$ cat src/hdl/ddwsc_pkg.sv
// shared types, constants and helpers of the wheel speed controller
`timescale 1ns / 1ps
package ddwsc_pkg;

	localparam int COUNT_WRAP_DEF = 32768;

	localparam int TGT_W   = 14;
	localparam int CNT_W   = 15;
	localparam int SINCE_W = 24;
	localparam int AGE_W   = 32;
	localparam int DELTA_W = 16;
	localparam int GAIN_W  = 16;
	localparam int TMO_W   = 20;
	localparam int EL_W    = 20;
	localparam int DUTY_W  = 8;
	localparam int NUM_W   = 44;
	localparam int DEN_W   = 26;
	localparam int PROD_W  = 43;
	localparam int AE_W    = 42;
	localparam int G_W     = 41;
	localparam int ACC_W   = 50;
	localparam int T_W     = 48;
	localparam int FIFO_DEPTH = 2;
	localparam int CFG_IDX_W  = 3;
	localparam int CFG_DATA_W = 20;
	localparam int S_DATA_W   = 80;
	localparam int M_DATA_W   = 56;

	localparam logic [27:0] SPEED_K   = 28'd174281250;
	localparam logic [19:0] RATE_K    = 20'd1000000;
	localparam logic [9:0]  US_PER_MS = 10'd1000;
	// reciprocal of 50 in 2^-26 units, exact below 2^20
	localparam logic [20:0] DIV50_K   = 21'd1342178;
	localparam int          DIV50_SH  = 26;
	localparam logic [CNT_W-1:0] WRAP_HI = 15'd32000;
	localparam logic [CNT_W-1:0] WRAP_LO = 15'd1400;
	localparam logic [DUTY_W-1:0] IDLE_DUTY = 8'd25;
	localparam logic [DUTY_W-1:0] SAT_DUTY  = 8'd200;
	localparam logic [TMO_W-1:0]  TMO_RESET = 20'd10000;

	typedef enum logic [CFG_IDX_W-1:0] {
		CFG_LEFT_KP  = 3'd0,
		CFG_LEFT_KD  = 3'd1,
		CFG_RIGHT_KP = 3'd2,
		CFG_RIGHT_KD = 3'd3,
		CFG_TIMEOUT  = 3'd4,
		CFG_TMO_OFF  = 3'd5
	} cfg_idx_t;

	typedef enum logic {
		ACT_COMMAND = 1'b0,
		ACT_TICK    = 1'b1
	} action_t;

	typedef struct packed {
		logic [GAIN_W-1:0] left_prop_gain;
		logic [GAIN_W-1:0] left_rate_gain;
		logic [GAIN_W-1:0] right_prop_gain;
		logic [GAIN_W-1:0] right_rate_gain;
		logic [TMO_W-1:0]  command_timeout_ms;
		logic              timeout_off;
	} cfg_t;

	typedef struct packed {
		action_t                action;
		logic signed [11:0]     linear_speed;
		logic signed [15:0]     turn_rate;
		logic [CNT_W-1:0]       left_count;
		logic [CNT_W-1:0]       right_count;
		logic                   left_dir_flag;
		logic                   right_dir_flag;
		logic [EL_W-1:0]        elapsed_us;
	} item_t;

	// first field sits lowest, so it is declared last
	typedef struct packed {
		logic                      timed_out;
		logic signed [DELTA_W-1:0] right_delta;
		logic signed [DELTA_W-1:0] left_delta;
		logic [DUTY_W-1:0]         right_duty;
		logic                      right_forward;
		logic                      right_enable;
		logic [DUTY_W-1:0]         left_duty;
		logic                      left_forward;
		logic                      left_enable;
	} result_t;

	typedef enum logic [3:0] {
		ST_IDLE,
		ST_CMD_L,
		ST_CMD_LW,
		ST_CMD_R,
		ST_CMD_RW,
		ST_TICK,
		ST_W_SETUP,
		ST_W_SPD,
		ST_W_SPDW,
		ST_W_ERR,
		ST_W_GAIN,
		ST_W_MUL,
		ST_W_CMP,
		ST_W_PWMW,
		ST_W_NEXT,
		ST_OUT
	} back_state_t;

	function automatic logic signed [DELTA_W-1:0] count_delta(
		input logic [CNT_W-1:0] now,
		input logic [CNT_W-1:0] last,
		input logic             dir,
		input logic [16:0]      wrap
	);
		logic signed [17:0] d;
		logic [17:0]        mag;
		logic [CNT_W-1:0]   m15;
		d   = '0;
		mag = '0;
		if (now == last) begin
			mag = '0;
		end else if (last > now && last > WRAP_HI && now < WRAP_LO) begin
			d   = $signed({1'b0, wrap}) - $signed({3'b0, last});
			mag = (d < 0 ? 18'(-d) : 18'(d)) + {3'b0, now};
		end else begin
			d   = $signed({3'b0, now}) - $signed({3'b0, last});
			mag = d < 0 ? 18'(-d) : 18'(d);
		end
		m15 = (mag > 18'd32767) ? 15'h7fff : mag[CNT_W-1:0];
		return dir ? $signed({1'b0, m15}) : -$signed({1'b0, m15});
	endfunction

endpackage

$ cat src/hdl/ddwsc_front.sv
// input side: unpacks stream transfers into items and queues them
`timescale 1ns / 1ps
module ddwsc_front (
	input  logic                         clk,
	input  logic                         arst_n,
	input  logic                         s_axis_tvalid,
	output logic                         s_axis_tready,
	input  logic [ddwsc_pkg::S_DATA_W-1:0] s_axis_tdata,
	input  logic                         s_axis_tuser,
	output logic                         q_valid,
	output ddwsc_pkg::item_t             q_item,
	input  logic                         q_pop
);
	import ddwsc_pkg::*;

	item_t      mem_q [FIFO_DEPTH];
	logic       wr_ptr_q;
	logic       rd_ptr_q;
	logic [1:0] cnt_q;
	item_t      in_item;
	logic       push;
	logic       pop;

	always_comb begin
		in_item.action         = action_t'(s_axis_tuser);
		in_item.linear_speed   = $signed(s_axis_tdata[11:0]);
		in_item.turn_rate      = $signed(s_axis_tdata[27:12]);
		in_item.left_count     = s_axis_tdata[42:28];
		in_item.right_count    = s_axis_tdata[57:43];
		in_item.left_dir_flag  = s_axis_tdata[58];
		in_item.right_dir_flag = s_axis_tdata[59];
		in_item.elapsed_us     = s_axis_tdata[79:60];
	end

	assign s_axis_tready = (cnt_q != 2'(FIFO_DEPTH));
	assign push          = s_axis_tvalid && s_axis_tready;
	assign q_valid       = (cnt_q != 2'd0);
	assign pop           = q_pop && q_valid;
	assign q_item        = mem_q[rd_ptr_q];

	always_ff @(posedge clk) begin
		if (push) begin
			mem_q[wr_ptr_q] <= in_item;
		end
	end

	always_ff @(posedge clk or negedge arst_n) begin
		if (!arst_n) begin
			wr_ptr_q <= 1'b0;
			rd_ptr_q <= 1'b0;
			cnt_q    <= 2'd0;
		end else begin
			if (push) begin
				wr_ptr_q <= ~wr_ptr_q;
			end
			if (pop) begin
				rd_ptr_q <= ~rd_ptr_q;
			end
			cnt_q <= cnt_q + 2'(push) - 2'(pop);
		end
	end

endmodule

$ cat src/hdl/ddwsc_div.sv
// shared restoring divider, one quotient bit per cycle
`timescale 1ns / 1ps
module ddwsc_div #(
	parameter int NUM_W = ddwsc_pkg::NUM_W,
	parameter int DEN_W = ddwsc_pkg::DEN_W
) (
	input  logic             clk,
	input  logic             arst_n,
	input  logic             start,
	input  logic [NUM_W-1:0] num,
	input  logic [DEN_W-1:0] den,
	output logic             done,
	output logic [NUM_W-1:0] quot
);
	localparam int CNT_W = $clog2(NUM_W);

	logic [NUM_W-1:0] num_q;
	logic [DEN_W-1:0] den_q;
	logic [DEN_W-1:0] rem_q;
	logic [CNT_W-1:0] cnt_q;
	logic             busy_q;
	logic             done_q;
	logic [DEN_W:0]   trial;
	logic             fits;

	assign trial = {rem_q, num_q[NUM_W-1]};
	assign fits  = (trial >= {1'b0, den_q});
	assign done  = done_q;
	assign quot  = num_q;

	always_ff @(posedge clk) begin
		if (start) begin
			num_q <= num;
			den_q <= den;
			rem_q <= '0;
		end else if (busy_q) begin
			rem_q <= fits ? DEN_W'(trial - {1'b0, den_q}) : trial[DEN_W-1:0];
			num_q <= {num_q[NUM_W-2:0], fits};
		end
	end

	always_ff @(posedge clk or negedge arst_n) begin
		if (!arst_n) begin
			busy_q <= 1'b0;
			done_q <= 1'b0;
			cnt_q  <= '0;
		end else begin
			done_q <= 1'b0;
			if (start) begin
				busy_q <= 1'b1;
				cnt_q  <= CNT_W'(NUM_W - 1);
			end else if (busy_q) begin
				cnt_q <= cnt_q - 1'b1;
				if (cnt_q == '0) begin
					busy_q <= 1'b0;
					done_q <= 1'b1;
				end
			end
		end
	end

endmodule

$ cat src/hdl/ddwsc_back.sv
// execution side: command targets, tick bookkeeping and per-wheel control
`timescale 1ns / 1ps
module ddwsc_back #(
	parameter int COUNT_WRAP = ddwsc_pkg::COUNT_WRAP_DEF
) (
	input  logic                clk,
	input  logic                arst_n,
	input  ddwsc_pkg::cfg_t     cfg,
	input  logic                q_valid,
	input  ddwsc_pkg::item_t    q_item,
	output logic                q_pop,
	output logic                m_axis_tvalid,
	input  logic                m_axis_tready,
	output ddwsc_pkg::result_t  res
);
	import ddwsc_pkg::*;

	localparam logic [16:0] WRAP_V = 17'(COUNT_WRAP);

	back_state_t state_q, state_nx;

	item_t                      item_q;
	logic signed [TGT_W-1:0]    left_target_q, right_target_q;
	logic [CNT_W-1:0]           left_last_q, right_last_q;
	logic [SINCE_W-1:0]         left_since_q, right_since_q;
	logic [AGE_W-1:0]           age_q;
	logic                       wheel_q;
	logic [SINCE_W-1:0]         dt_q;
	logic [PROD_W-1:0]          prod_q;
	logic [AE_W-1:0]            ae_q;
	logic [39:0]                kpdt_q;
	logic [G_W-1:0]             g_q;
	logic [ACC_W-1:0]           acc_q;
	logic                       ovf_q;
	logic [5:0]                 mcnt_q;
	result_t                    build_q;
	result_t                    out_q;
	logic                       out_valid_q;

	logic                       div_start;
	logic [NUM_W-1:0]           div_num;
	logic [DEN_W-1:0]           div_den;
	logic                       div_done;
	logic [NUM_W-1:0]           div_quot;
	logic                       out_load;

	logic signed [19:0]         lin_x, ang_x, n_left, n_right;
	logic [18:0]                n_left_abs, n_right_abs;
	logic [TGT_W-1:0]           cmd_quot;
	logic signed [TGT_W-1:0]    cur_target;
	logic signed [DELTA_W-1:0]  cur_delta;
	logic [SINCE_W-1:0]         cur_since;
	logic [GAIN_W-1:0]          cur_kp, cur_kd;
	logic [CNT_W-1:0]           cur_delta_abs;
	logic [32:0]                age_sum;
	logic [AGE_W-1:0]           age_sat;
	logic [29:0]                tmo_us;
	logic                       fire;
	logic [SINCE_W:0]           lsince_sum, rsince_sum;
	logic signed [NUM_W-1:0]    err, meas;
	logic [ACC_W-1:0]           acc_nx;
	logic [T_W-1:0]             t_lim;
	logic                       pwm_sat;

	ddwsc_div #(.NUM_W(NUM_W), .DEN_W(DEN_W)) u_div (
		.clk    (clk),
		.arst_n (arst_n),
		.start  (div_start),
		.num    (div_num),
		.den    (div_den),
		.done   (div_done),
		.quot   (div_quot)
	);

	always_comb begin
		lin_x       = 20'(item_q.linear_speed);
		ang_x       = 20'(item_q.turn_rate);
		n_left      = lin_x * 20'sd50 - ang_x * 20'sd7;
		n_right     = lin_x * 20'sd50 + ang_x * 20'sd7;
		n_left_abs  = n_left  < 0 ? 19'(-n_left)  : 19'(n_left);
		n_right_abs = n_right < 0 ? 19'(-n_right) : 19'(n_right);
		cmd_quot    = prod_q[DIV50_SH +: TGT_W];

		cur_target = wheel_q ? right_target_q : left_target_q;
		cur_delta  = wheel_q ? build_q.right_delta : build_q.left_delta;
		cur_since  = wheel_q ? right_since_q : left_since_q;
		cur_kp     = wheel_q ? cfg.right_prop_gain : cfg.left_prop_gain;
		cur_kd     = wheel_q ? cfg.right_rate_gain : cfg.left_rate_gain;
		cur_delta_abs = cur_delta < 0 ? CNT_W'(-cur_delta) : CNT_W'(cur_delta);

		age_sum = {1'b0, age_q} + 33'(item_q.elapsed_us);
		age_sat = age_sum[32] ? '1 : age_sum[AGE_W-1:0];
		tmo_us  = 30'(cfg.command_timeout_ms) * 30'(US_PER_MS);
		fire    = !cfg.timeout_off && (age_sat > 32'(tmo_us));
		lsince_sum = {1'b0, left_since_q}  + 25'(item_q.elapsed_us);
		rsince_sum = {1'b0, right_since_q} + 25'(item_q.elapsed_us);

		meas = cur_delta < 0 ? -$signed(div_quot) : $signed(div_quot);
		err  = (NUM_W'(cur_target) <<< 8) - meas;

		acc_nx  = {acc_q[ACC_W-2:0], 1'b0} + (ae_q[mcnt_q] ? ACC_W'(g_q) : '0);
		t_lim   = {dt_q, 24'd0};
		pwm_sat = ovf_q || (acc_q >= ACC_W'(t_lim));
	end

	// next state
	always_comb begin
		state_nx = state_q;
		case (state_q)
			ST_IDLE: begin
				if (q_valid) begin
					state_nx = (q_item.action == ACT_TICK) ? ST_TICK : ST_CMD_L;
				end
			end
			ST_CMD_L:   state_nx = ST_CMD_LW;
			ST_CMD_LW:  state_nx = ST_CMD_R;
			ST_CMD_R:   state_nx = ST_CMD_RW;
			ST_CMD_RW:  state_nx = ST_IDLE;
			ST_TICK:    state_nx = ST_W_SETUP;
			ST_W_SETUP: state_nx = (cur_target == '0) ? ST_W_NEXT : ST_W_SPD;
			ST_W_SPD:   state_nx = ST_W_SPDW;
			ST_W_SPDW:  if (div_done) state_nx = ST_W_ERR;
			ST_W_ERR:   state_nx = ST_W_GAIN;
			ST_W_GAIN:  state_nx = ST_W_MUL;
			ST_W_MUL:   if (mcnt_q == '0) state_nx = ST_W_CMP;
			ST_W_CMP:   state_nx = pwm_sat ? ST_W_NEXT : ST_W_PWMW;
			ST_W_PWMW:  if (div_done) state_nx = ST_W_NEXT;
			ST_W_NEXT:  state_nx = wheel_q ? ST_OUT : ST_W_SETUP;
			ST_OUT:     if (!out_valid_q || m_axis_tready) state_nx = ST_IDLE;
			default:    state_nx = ST_IDLE;
		endcase
	end

	// control outputs
	always_comb begin
		q_pop     = 1'b0;
		div_start = 1'b0;
		div_num   = '0;
		div_den   = '0;
		out_load  = 1'b0;
		case (state_q)
			ST_IDLE: q_pop = q_valid;
			ST_W_SPD: begin
				div_start = 1'b1;
				div_num   = NUM_W'(prod_q);
				div_den   = {dt_q, 2'b00};
			end
			ST_W_CMP: begin
				div_start = !pwm_sat;
				div_num   = NUM_W'(acc_q[T_W-1:16]);
				div_den   = DEN_W'(dt_q);
			end
			ST_OUT:  out_load = !out_valid_q || m_axis_tready;
			default: q_pop = 1'b0;
		endcase
	end

	always_ff @(posedge clk or negedge arst_n) begin
		if (!arst_n) begin
			state_q <= ST_IDLE;
		end else begin
			state_q <= state_nx;
		end
	end

	// datapath
	always_ff @(posedge clk) begin
		if (q_pop) begin
			item_q <= q_item;
		end
		case (state_q)
			ST_CMD_L: prod_q <= PROD_W'(n_left_abs) * PROD_W'(DIV50_K);
			ST_CMD_R: prod_q <= PROD_W'(n_right_abs) * PROD_W'(DIV50_K);
			ST_TICK: begin
				wheel_q             <= 1'b0;
				build_q.timed_out   <= fire;
				build_q.left_delta  <= count_delta(item_q.left_count, left_last_q,
					item_q.left_dir_flag, WRAP_V);
				build_q.right_delta <= count_delta(item_q.right_count, right_last_q,
					item_q.right_dir_flag, WRAP_V);
			end
			ST_W_SETUP: begin
				dt_q   <= (cur_since == '0) ? SINCE_W'(1) : cur_since;
				prod_q <= PROD_W'(cur_delta_abs) * PROD_W'(SPEED_K);
				if (wheel_q) begin
					build_q.right_enable  <= (cur_target != '0);
					build_q.right_forward <= !(cur_target < 0);
					build_q.right_duty    <= IDLE_DUTY;
				end else begin
					build_q.left_enable  <= (cur_target != '0);
					build_q.left_forward <= !(cur_target < 0);
					build_q.left_duty    <= IDLE_DUTY;
				end
			end
			ST_W_ERR: begin
				ae_q   <= err < 0 ? AE_W'(-err) : AE_W'(err);
				kpdt_q <= 40'(cur_kp) * 40'(dt_q);
			end
			ST_W_GAIN: begin
				g_q    <= G_W'(kpdt_q) + G_W'(cur_kd) * G_W'(RATE_K);
				acc_q  <= '0;
				ovf_q  <= 1'b0;
				mcnt_q <= 6'(AE_W - 1);
			end
			ST_W_MUL: begin
				acc_q  <= acc_nx;
				ovf_q  <= ovf_q || (acc_nx[ACC_W-1:T_W] != '0);
				mcnt_q <= mcnt_q - 1'b1;
			end
			ST_W_CMP: begin
				if (pwm_sat) begin
					if (wheel_q) build_q.right_duty <= SAT_DUTY;
					else         build_q.left_duty  <= SAT_DUTY;
				end
			end
			ST_W_PWMW: begin
				if (div_done) begin
					if (wheel_q) build_q.right_duty <= div_quot[DUTY_W-1:0];
					else         build_q.left_duty  <= div_quot[DUTY_W-1:0];
				end
			end
			ST_W_NEXT: wheel_q <= 1'b1;
			default: ;
		endcase
		if (out_load) begin
			out_q <= build_q;
		end
	end

	// controller state
	always_ff @(posedge clk or negedge arst_n) begin
		if (!arst_n) begin
			left_target_q  <= '0;
			right_target_q <= '0;
			left_last_q    <= '0;
			right_last_q   <= '0;
			left_since_q   <= '0;
			right_since_q  <= '0;
			age_q          <= '0;
			out_valid_q    <= 1'b0;
		end else begin
			case (state_q)
				ST_CMD_L: age_q <= '0;
				ST_CMD_LW: left_target_q  <= n_left < 0 ? -cmd_quot : cmd_quot;
				ST_CMD_RW: right_target_q <= n_right < 0 ? -cmd_quot : cmd_quot;
				ST_TICK: begin
					age_q         <= fire ? '0 : age_sat;
					left_last_q   <= item_q.left_count;
					right_last_q  <= item_q.right_count;
					left_since_q  <= lsince_sum[SINCE_W] ? '1 : lsince_sum[SINCE_W-1:0];
					right_since_q <= rsince_sum[SINCE_W] ? '1 : rsince_sum[SINCE_W-1:0];
					if (fire) begin
						left_target_q  <= '0;
						right_target_q <= '0;
					end
				end
				ST_W_SETUP: begin
					if (cur_target != '0) begin
						if (wheel_q) right_since_q <= '0;
						else         left_since_q  <= '0;
					end
				end
				default: ;
			endcase
			if (out_load) begin
				out_valid_q <= 1'b1;
			end else if (m_axis_tready) begin
				out_valid_q <= 1'b0;
			end
		end
	end

	assign m_axis_tvalid = out_valid_q;
	assign res           = out_q;

endmodule

$ cat src/hdl/diff_drive_wheel_speed_controller_unit.sv
// top level of the differential drive wheel speed controller
// sequence: a command sets both wheel targets; a tick does its bookkeeping, then per active
//   wheel a speed divide, a shift-add multiply and, unless saturated, a duty divide
// throughput: one item at a time in the back end; an idle wheel skips its steps;
//   a 2-entry queue lets input transfers continue meanwhile
// reset: clears targets, counts, timers, queue and output; gains 0, timeout 10000 ms
`timescale 1ns / 1ps
module diff_drive_wheel_speed_controller_unit #(
	parameter int COUNT_WRAP = ddwsc_pkg::COUNT_WRAP_DEF
) (
	input  logic                            clk,
	input  logic                            arst_n,
	input  logic                            s_axis_tvalid,
	output logic                            s_axis_tready,
	// linear_speed, turn_rate, left_count, right_count, left_dir_flag,
	// right_dir_flag, elapsed_us
	input  logic [ddwsc_pkg::S_DATA_W-1:0]  s_axis_tdata,
	// action
	input  logic                            s_axis_tuser,
	output logic                            m_axis_tvalid,
	input  logic                            m_axis_tready,
	// left_enable, left_forward, left_duty, right_enable, right_forward,
	// right_duty, left_delta, right_delta, timed_out
	output logic [ddwsc_pkg::M_DATA_W-1:0]  m_axis_tdata,
	input  logic                            cfg_we,
	input  logic [ddwsc_pkg::CFG_IDX_W-1:0] cfg_index,
	input  logic [ddwsc_pkg::CFG_DATA_W-1:0] cfg_data
);
	import ddwsc_pkg::*;

	cfg_t    cfg_q;
	logic    q_valid;
	item_t   q_item;
	logic    q_pop;
	result_t res;

	always_ff @(posedge clk or negedge arst_n) begin
		if (!arst_n) begin
			cfg_q.left_prop_gain     <= '0;
			cfg_q.left_rate_gain     <= '0;
			cfg_q.right_prop_gain    <= '0;
			cfg_q.right_rate_gain    <= '0;
			cfg_q.command_timeout_ms <= TMO_RESET;
			cfg_q.timeout_off        <= 1'b0;
		end else if (cfg_we) begin
			case (cfg_idx_t'(cfg_index))
				CFG_LEFT_KP:  cfg_q.left_prop_gain     <= cfg_data[GAIN_W-1:0];
				CFG_LEFT_KD:  cfg_q.left_rate_gain     <= cfg_data[GAIN_W-1:0];
				CFG_RIGHT_KP: cfg_q.right_prop_gain    <= cfg_data[GAIN_W-1:0];
				CFG_RIGHT_KD: cfg_q.right_rate_gain    <= cfg_data[GAIN_W-1:0];
				CFG_TIMEOUT:  cfg_q.command_timeout_ms <= cfg_data[TMO_W-1:0];
				CFG_TMO_OFF:  cfg_q.timeout_off        <= cfg_data[0];
				default: ;
			endcase
		end
	end

	ddwsc_front u_front (
		.clk           (clk),
		.arst_n        (arst_n),
		.s_axis_tvalid (s_axis_tvalid),
		.s_axis_tready (s_axis_tready),
		.s_axis_tdata  (s_axis_tdata),
		.s_axis_tuser  (s_axis_tuser),
		.q_valid       (q_valid),
		.q_item        (q_item),
		.q_pop         (q_pop)
	);

	ddwsc_back #(.COUNT_WRAP(COUNT_WRAP)) u_back (
		.clk           (clk),
		.arst_n        (arst_n),
		.cfg           (cfg_q),
		.q_valid       (q_valid),
		.q_item        (q_item),
		.q_pop         (q_pop),
		.m_axis_tvalid (m_axis_tvalid),
		.m_axis_tready (m_axis_tready),
		.res           (res)
	);

	assign m_axis_tdata = {(M_DATA_W - $bits(result_t))'(0), res};

endmodule

$ cat config.mk
export PLATFORM = sky130hd
export DESIGN_NAME = diff_drive_wheel_speed_controller_unit
export DESIGN_NICKNAME = d
export VERILOG_FILES = /design/src/hdl/ddwsc_pkg.sv /design/src/hdl/ddwsc_front.sv /design/src/hdl/ddwsc_div.sv /design/src/hdl/ddwsc_back.sv /design/src/hdl/diff_drive_wheel_speed_controller_unit.sv
export SDC_FILE = /design/constraint.sdc
export NUM_CORES = 2
export LEC_CHECK = 0
export ABC_AREA = 0
export BUFFER_PORTS_ARGS = -buffer_cell sky130_fd_sc_hd__buf_4
export CAP_MARGIN = 40
export CORE_MARGIN = 8
export CORE_UTILIZATION = 30
export CTS_CLUSTER_DIAMETER = 30
export DETAILED_ROUTE_END_ITERATION = 10
export GPL_ROUTABILITY_DRIVEN = 0
export GPL_TIMING_DRIVEN = 0
export SYNTH_ARGS = -nofsm -noshare
export SYNTH_HDL_FRONTEND = slang
export SYNTH_SLANG_ARGS = --single-unit
$ cat constraint.sdc
create_clock -name clk -period 16.5 [get_ports clk]
set_input_delay 4.95 -clock clk [delete_from_list [all_inputs] [get_ports clk]]
set_output_delay 4.95 -clock clk [all_outputs]
set_load 0.05 [all_outputs]
---- After elaboration in Yosys (flattened, before gate mapping) ----
Memories as Yosys holds them, arrays and structs flattened.
Index checks and enable logic that the tools add are counted.
Widths: inputs -> output; s select.
operators by class
  add/subtract/negate cells ............... 31
  eq/ne operators ......................... 37
  reductions and logical operators ........ 48
  bitwise logic cells ..................... 3
  mux-type cells .......................... 90
  order comparisons ....................... 21
  multipliers ............................. 8
operators with widths
  operator                number
  $mux 18                 10
  $mux 24                 7
  $mux 44                 3
  $pmux 43 s3             1
  $pmux 50 s2             1
  $pmux 24 s2             2
  $pmux 43 s2             1
  $mul 19x20->39 const B  2
  $mux 15                 5
  $mux 32                 2
  $mux 8                  8
  $pmux 32 s2             1
  $pmux 4 s16             1
  $mux 14                 4
  $pmux 14 s2             2
  $pmux 26 s2             1
  $add 24x20->25          2
  $add 50x50->50          1
  $ge 50x48->1            1
  $lt 16x1->1 const B     3
  $mux 16                 3
  $pmux 8 s3              2
  $lt 44x1->1 const B     1
  $neg 44->44             1
  other kinds (74)        173
word-level totals
  word-level logic and storage cells ...... 299
  output and inout port bits .............. 58
  flip-flop bits (word level) ............. 770
  bits of input ports ..................... 109
  memories kept ........................... 1
  memory bits (writable) .................. 162
memories
  name           words  bits a word  read ports  clocked after memory_dff  wr ports  RTL line           RTL
  u_front.mem_q  2      81           1           0                         1         ddwsc_front.sv:16  item_t mem_q [FIFO_DEPTH];

---- Longest topological paths before layout ----
  word-level depth ........................ 11
  depth in mapped cells ................... 55
  gate-level depth less buffers ........... 53

---- Hierarchy ----
From an unflattened synthesis, not the netlist that was laid out.
unflattened totals
  cells, all modules ...................... 9762
  area, all modules ....................... 97466.0 µm²
by module, submodules not included
  module                                  seq. area each (µm²)  instances  area an instance (µm²)  cells each
  ddwsc_back                              16580.9               1          82021.2                 8806
  ddwsc_front                             4964.8                1          6443.7                  269
  ddwsc_div                               2822.7                1          5724.2                  499
  diff_drive_wheel_speed_controller_unit  2133.3                1          3276.9                  188

---- Least setup slack after synthesis ----
Ideal clock, no wire load.
  path kind ............................... register -> register
  from .................................... register u_back.item_q, in the netlist u_back.ang_x[0]
  to ...................................... register u_back.prod_q[39] (data pin)
  path buffers ............................ 2
  clock period less this slack ............ 12.857 ns
  path slack .............................. 3.643 ns
  setup time .............................. 0.261 ns
  cell stages (with the launch flop) ...... 52
  required time ........................... 16.239 ns
  arrival ................................. 12.597 ns
  cell sequence ........................... edfxtp_1 > ha_1 > fa_1 > inv_1 > fa_1 > nor2b_1 > o21ai_0 > a21boi_0 > o21ai_0 > a21boi_0 > o21ai_0 > nand2b_1 > a21oi_1 > o21bai_1 > a21o_1 > a31o_2 > a21oi_1 > xnor2_1 > (+16 left out) > fa_1 > fa_1 > fa_1 > inv_1 > ha_1 > a21o_1 > a21o_1 > a21o_1 > a21oi_1 > o21ai_0 > a2111oi_0 > o21ai_0 > a31oi_1 > o21ai_0 > a2111oi_0 > nor3_1 > xnor2_1 > a221o_1
on the way
  longest elaborated chain between the ends .. 6
  elaborated cells on any way between the ends .. 12
  those cells by class .................... add/sub: 4; mul: 3; order compare: 2; mux: 3
RTL lines
  element                                                  RTL line                              RTL
  start: declaration                                       ddwsc_back.sv:22                      item_t item_q;
  start signal: assignment                                 ddwsc_back.sv:169                     item_q <= q_item;
  $mul 16x4->20 (*)                                        ddwsc_back.sv:78, ddwsc_back.sv:79
  $add 19x20->20 / $sub 19x20->20 (equally long branches)  ddwsc_back.sv:79, ddwsc_back.sv:78
  $neg 19->19 (tied with other cells)                      ddwsc_back.sv:81                      n_right_abs = n_right < 0 ? 19'(-n_right) : 19'(n_right);
  $mux 19 (on tied branches)                               ddwsc_back.sv:81, ddwsc_back.sv:80
  $mul 19x20->39 (on tied branches)                        ddwsc_back.sv:173, ddwsc_back.sv:172
  $pmux 43 s3 (*)                                          ddwsc_back.sv:171                     case (state_q)
  end signal: assignment                                   ddwsc_back.sv:172                     ST_CMD_L: prod_q <= PROD_W'(n_left_abs) * PROD_W'(DIV50_K);
  end signal: assignment                                   ddwsc_back.sv:173                     ST_CMD_R: prod_q <= PROD_W'(n_right_abs) * PROD_W'(DIV50_K);
  end signal: assignment                                   ddwsc_back.sv:184                     prod_q <= PROD_W'(cur_delta_abs) * PROD_W'(SPEED_K);
  end: declaration                                         ddwsc_back.sv:29                      logic [PROD_W-1:0] prod_q;
Mark *: on every way between the ends. The rest lies on a longest branch, timed or not. The select of a mux whose other input is x is not followed.
A chain may end at the register's enable or synchronous reset.

---- Worst setup path in the final report ----
  from .................................... register u_back.item_q, in the netlist u_back.ang_x[0]
  to ...................................... register u_back.prod_q[38] (data pin)
Same word-level chain as after synthesis.

==> impl_metrics.csv <==
group,metric,value,unit
cts,cts_tree,"yes",
timing,hold_violations,0,
layout,areaGrowthSynthToFinish,15.0,%
timing,clock_skew,0.101,ns
worst_setup_path,crit_arrival,15.78,ns
worst_setup_path,crit_type,"flip-flop to flip-flop",
layout,fin_nets,12323,
timing,timing.slew.headroom,37.9,%
global_route,grt_pass1_wl,427,mm
worst_setup_path,end_kind,"flip-flop",
layout,seq_area,26500,µm²
route,drc,0,
floorplanning,coreArea,320000,µm²
route,drt-wirelength-per-cell,19.0,µm
route,drt_wl_total,277,mm
worst_hold_path,hold_path.class,"flip-flop to flip-flop",
floorplanning,initial_utilization,30.1,%
yosys,syn_inst,9750,
cts,ctsResizeCount,0,
layout,final_common_cell,"inv_1",
timing,post-route-min-period,15.27,ns
layout,final_cell_mix,"inv_1, ha_1, nand2_1, fa_1, edfxtp_1",
placement,io_buffers,162,
layout,fill_cells,32559,
yosys,yosysUniqueCellTypes,114,
worst_setup_path,cp_max_fo,11,
placement,dpl.hpwl,230,mm
yosys,synth-edff-count,665,
yosys,dominantRegCellSynth,"edfxtp_1",
global_route,track_usage,16.0,%
run,max_cap_viol_count,0,
yosys,syn_area,96200,µm²
cts,cts-root-buf,"clkbuf_16",
yosys,avgSynthCellArea,9.87,µm²
route,first_iter_violations,5122,
route,ant_nets,0,
yosys,ys_warn_count,0,
global_route,grt_max_degree,105,
floorplanning,die_w,582,µm
cts,hold_buffers,0,
cts,htree_levels,4,
outcome,status,"complete, no violations",
route,viasPerCell,4.95,
worst_setup_path,critPathSlowestCell,"edfxtp_1",
yosys,seq_area_frac_synth,27.5,%
timing,tightest_slew,0.906,ns
timing,setup_viol_count_final,0,
layout,drive_gt1_share,9.03,%
global_route,grt_overflow,0,
global_route,antenna_found_initial,17,
timing,rsz0062_at_grt,"no",
yosys,ys_async_sr_fraction,25.8,%
cts,clk_pin_slew,0.05,ns
floorplanning,die_h,582,µm
cts,clk_latency,0.88,ns
layout,multi_input_comb_area,63600,µm²
timing,min_period_over_period,92.5,%
timing,setup_tns,0,ns
worst_setup_path,worstPathRequired,17.01,ns
cts,numCtsBuffers,199,
cts,clock_path_buffers,4,
global_route,grt_pass1_vias,72496,
floorplanning,io_pins,167,
cts,postCtsSetupRepairBufs,0,
route,drtPass1Iterations,6,
cts,clkSinkCount,931,
floorplanning,rows,208,
timing,drv_slew,0,
floorplanning,dieArea,339000,µm²
route,vias,72136,
worst_setup_path,startpoint_type,"flip-flop",
worst_setup_path,max_stage_delay,0.86,ns
timing,fmax,65.5,MHz
yosys,ys_ff_latch,931,
-- critical path, delay by kind of cell, from the launching register on --
family	cells	cell delay, ns
AO/OA/AOI/OAI	22	5.04
multiplexers	1	0.41
adder cells (fa/ha/maj)	12	4.54
flip-flops	1	0.86
AND/OR/NAND/NOR	5	0.88
XOR/XNOR	3	1.34
buffers and inverters	8	1.84
-- cell usage after synthesis, types with 26 or more instances --
cell / n / area [µm²]
mux2i_1: 52 / 521
mux2_2: 221 / 2490
xnor2_1: 443 / 3880
ha_1: 1192 / 14900
o21ai_0: 462 / 2310
nor2_1: 564 / 2120
nor3_1: 150 / 751
o21bai_1: 66 / 495
a21oi_1: 479 / 2400
a22oi_1: 53 / 398
clkbuf_1: 235 / 882
edfxtp_1: 665 / 20000
dfxtp_1: 26 / 521
inv_1: 1364 / 5120
a21o_1: 223 / 1670
and2_1: 136 / 851
nand4_1: 63 / 394
xor2_1: 217 / 1900
and3_1: 71 / 444
a31oi_1: 67 / 419
o31ai_1: 45 / 338
a221o_1: 33 / 330
dfrtp_1: 235 / 5880
nand3_1: 121 / 606
fa_1: 807 / 16200
nand2b_1: 91 / 569
a22o_1: 29 / 254
or3_1: 45 / 282
o21a_1: 69 / 518
nand2_1: 826 / 3100
nor2b_1: 93 / 582
nor4_1: 51 / 319
o22ai_1: 36 / 225
a211oi_1: 57 / 428
-- metal layers --
metal	wire length [µm]	global-route usage, %	part of all wire (%)
met3	17100	2.82	6.2
met2	124000	25.8	45
met5	108	0	0.039
met1	119000	20.5	43
met4	16500	7.91	6.0
-- layout make-up --
cell class                      count  area share [%]
Tap cell                         4200            4.75
Timing Repair Buffer              262            2.19
Buffer                            274           0.977
Multi-Input combinational cell   7181            57.5
Clock buffer                      233            4.72
Inverter                         1366            4.63
Sequential cell                   931            24.0
Antenna cell                        8          0.0181
Clock inverter                    126            1.25
-- cells by family (layout without fill, tap and decap cells) --
kind of cell / count (synthesis) / after routing / share of synthesized area, %
adder cells (fa/ha/maj): 1999 / 1999 / 32.3
XOR/XNOR: 663 / 663 / 6.06
other: 1 / 11 / 0.00390
buffers and inverters: 1640 / 2261 / 6.45
AO/OA/AOI/OAI: 1874 / 1874 / 12.6
flip-flops: 931 / 931 / 27.5
multiplexers: 285 / 285 / 3.41
AND/OR/NAND/NOR: 2357 / 2357 / 11.7
-- per-stage QoR --
stage	instance area, µm²	std cells	utilization [%]	setup WS, ns	hold WS (ns)
floorplan	96200	9752	-	3.64	0.400
detailed placement	104000	14214	32.5	1.38	0.405
global route	111000	14575	34.6	0.574	0.422
finish	111000	14581	34.6	1.23	0.413
CTS	111000	14573	34.6	1.33	0.416
global placement	103000	14114	32.1	0.153	0.403
-- sequential cells by signal, indices dropped and copies added, names as in the netlist, 26 cells and up --
signal and count:
cfg_q 85, u_back.age_q 32, u_back.acc_q 50, u_back.item_q 64
u_back.kpdt_q 40, u_front.mem_q 162, u_back.ae_q 42, u_back.res 53
u_back.u_div.rem_q 26, u_back.u_div.quot 44, u_back.g_q 41, u_back.build_q 53
u_back.prod_q 42, u_back.u_div.den_q 26
-- final timing paths --
| path | slack, ns | cells after the start | from | endpoint |
|---|---|---|---|---|
| worst max-delay path | 1.23 | 51 | u_back.ang_x[0]$_DFFE_PP_ | u_back.prod_q[38]$_DFFE_PP_ |
| worst min-delay path | 0.41 | 0 | u_back.build_q[13]$_DFFE_PP_ | u_back.res[13]$_DFFE_PP_ |
| worst max register to register | 1.23 | 51 | u_back.ang_x[0]$_DFFE_PP_ | u_back.prod_q[38]$_DFFE_PP_ |
| worst min register to register | 0.41 | 0 | u_back.build_q[13]$_DFFE_PP_ | u_back.res[13]$_DFFE_PP_ |
| max in group asynchronous | 11.00 | 3 | arst_n | u_back.left_last_q[14]$_DFFE_PN0P_ |
| min in group asynchronous | 4.00 | 1 | arst_n | u_back.u_div.cnt_q[4]$_DFFE_PN0P_ |
Power is not shown: default switching activity piles up to over one toggle a cycle in this logic, so the estimate is an artifact.
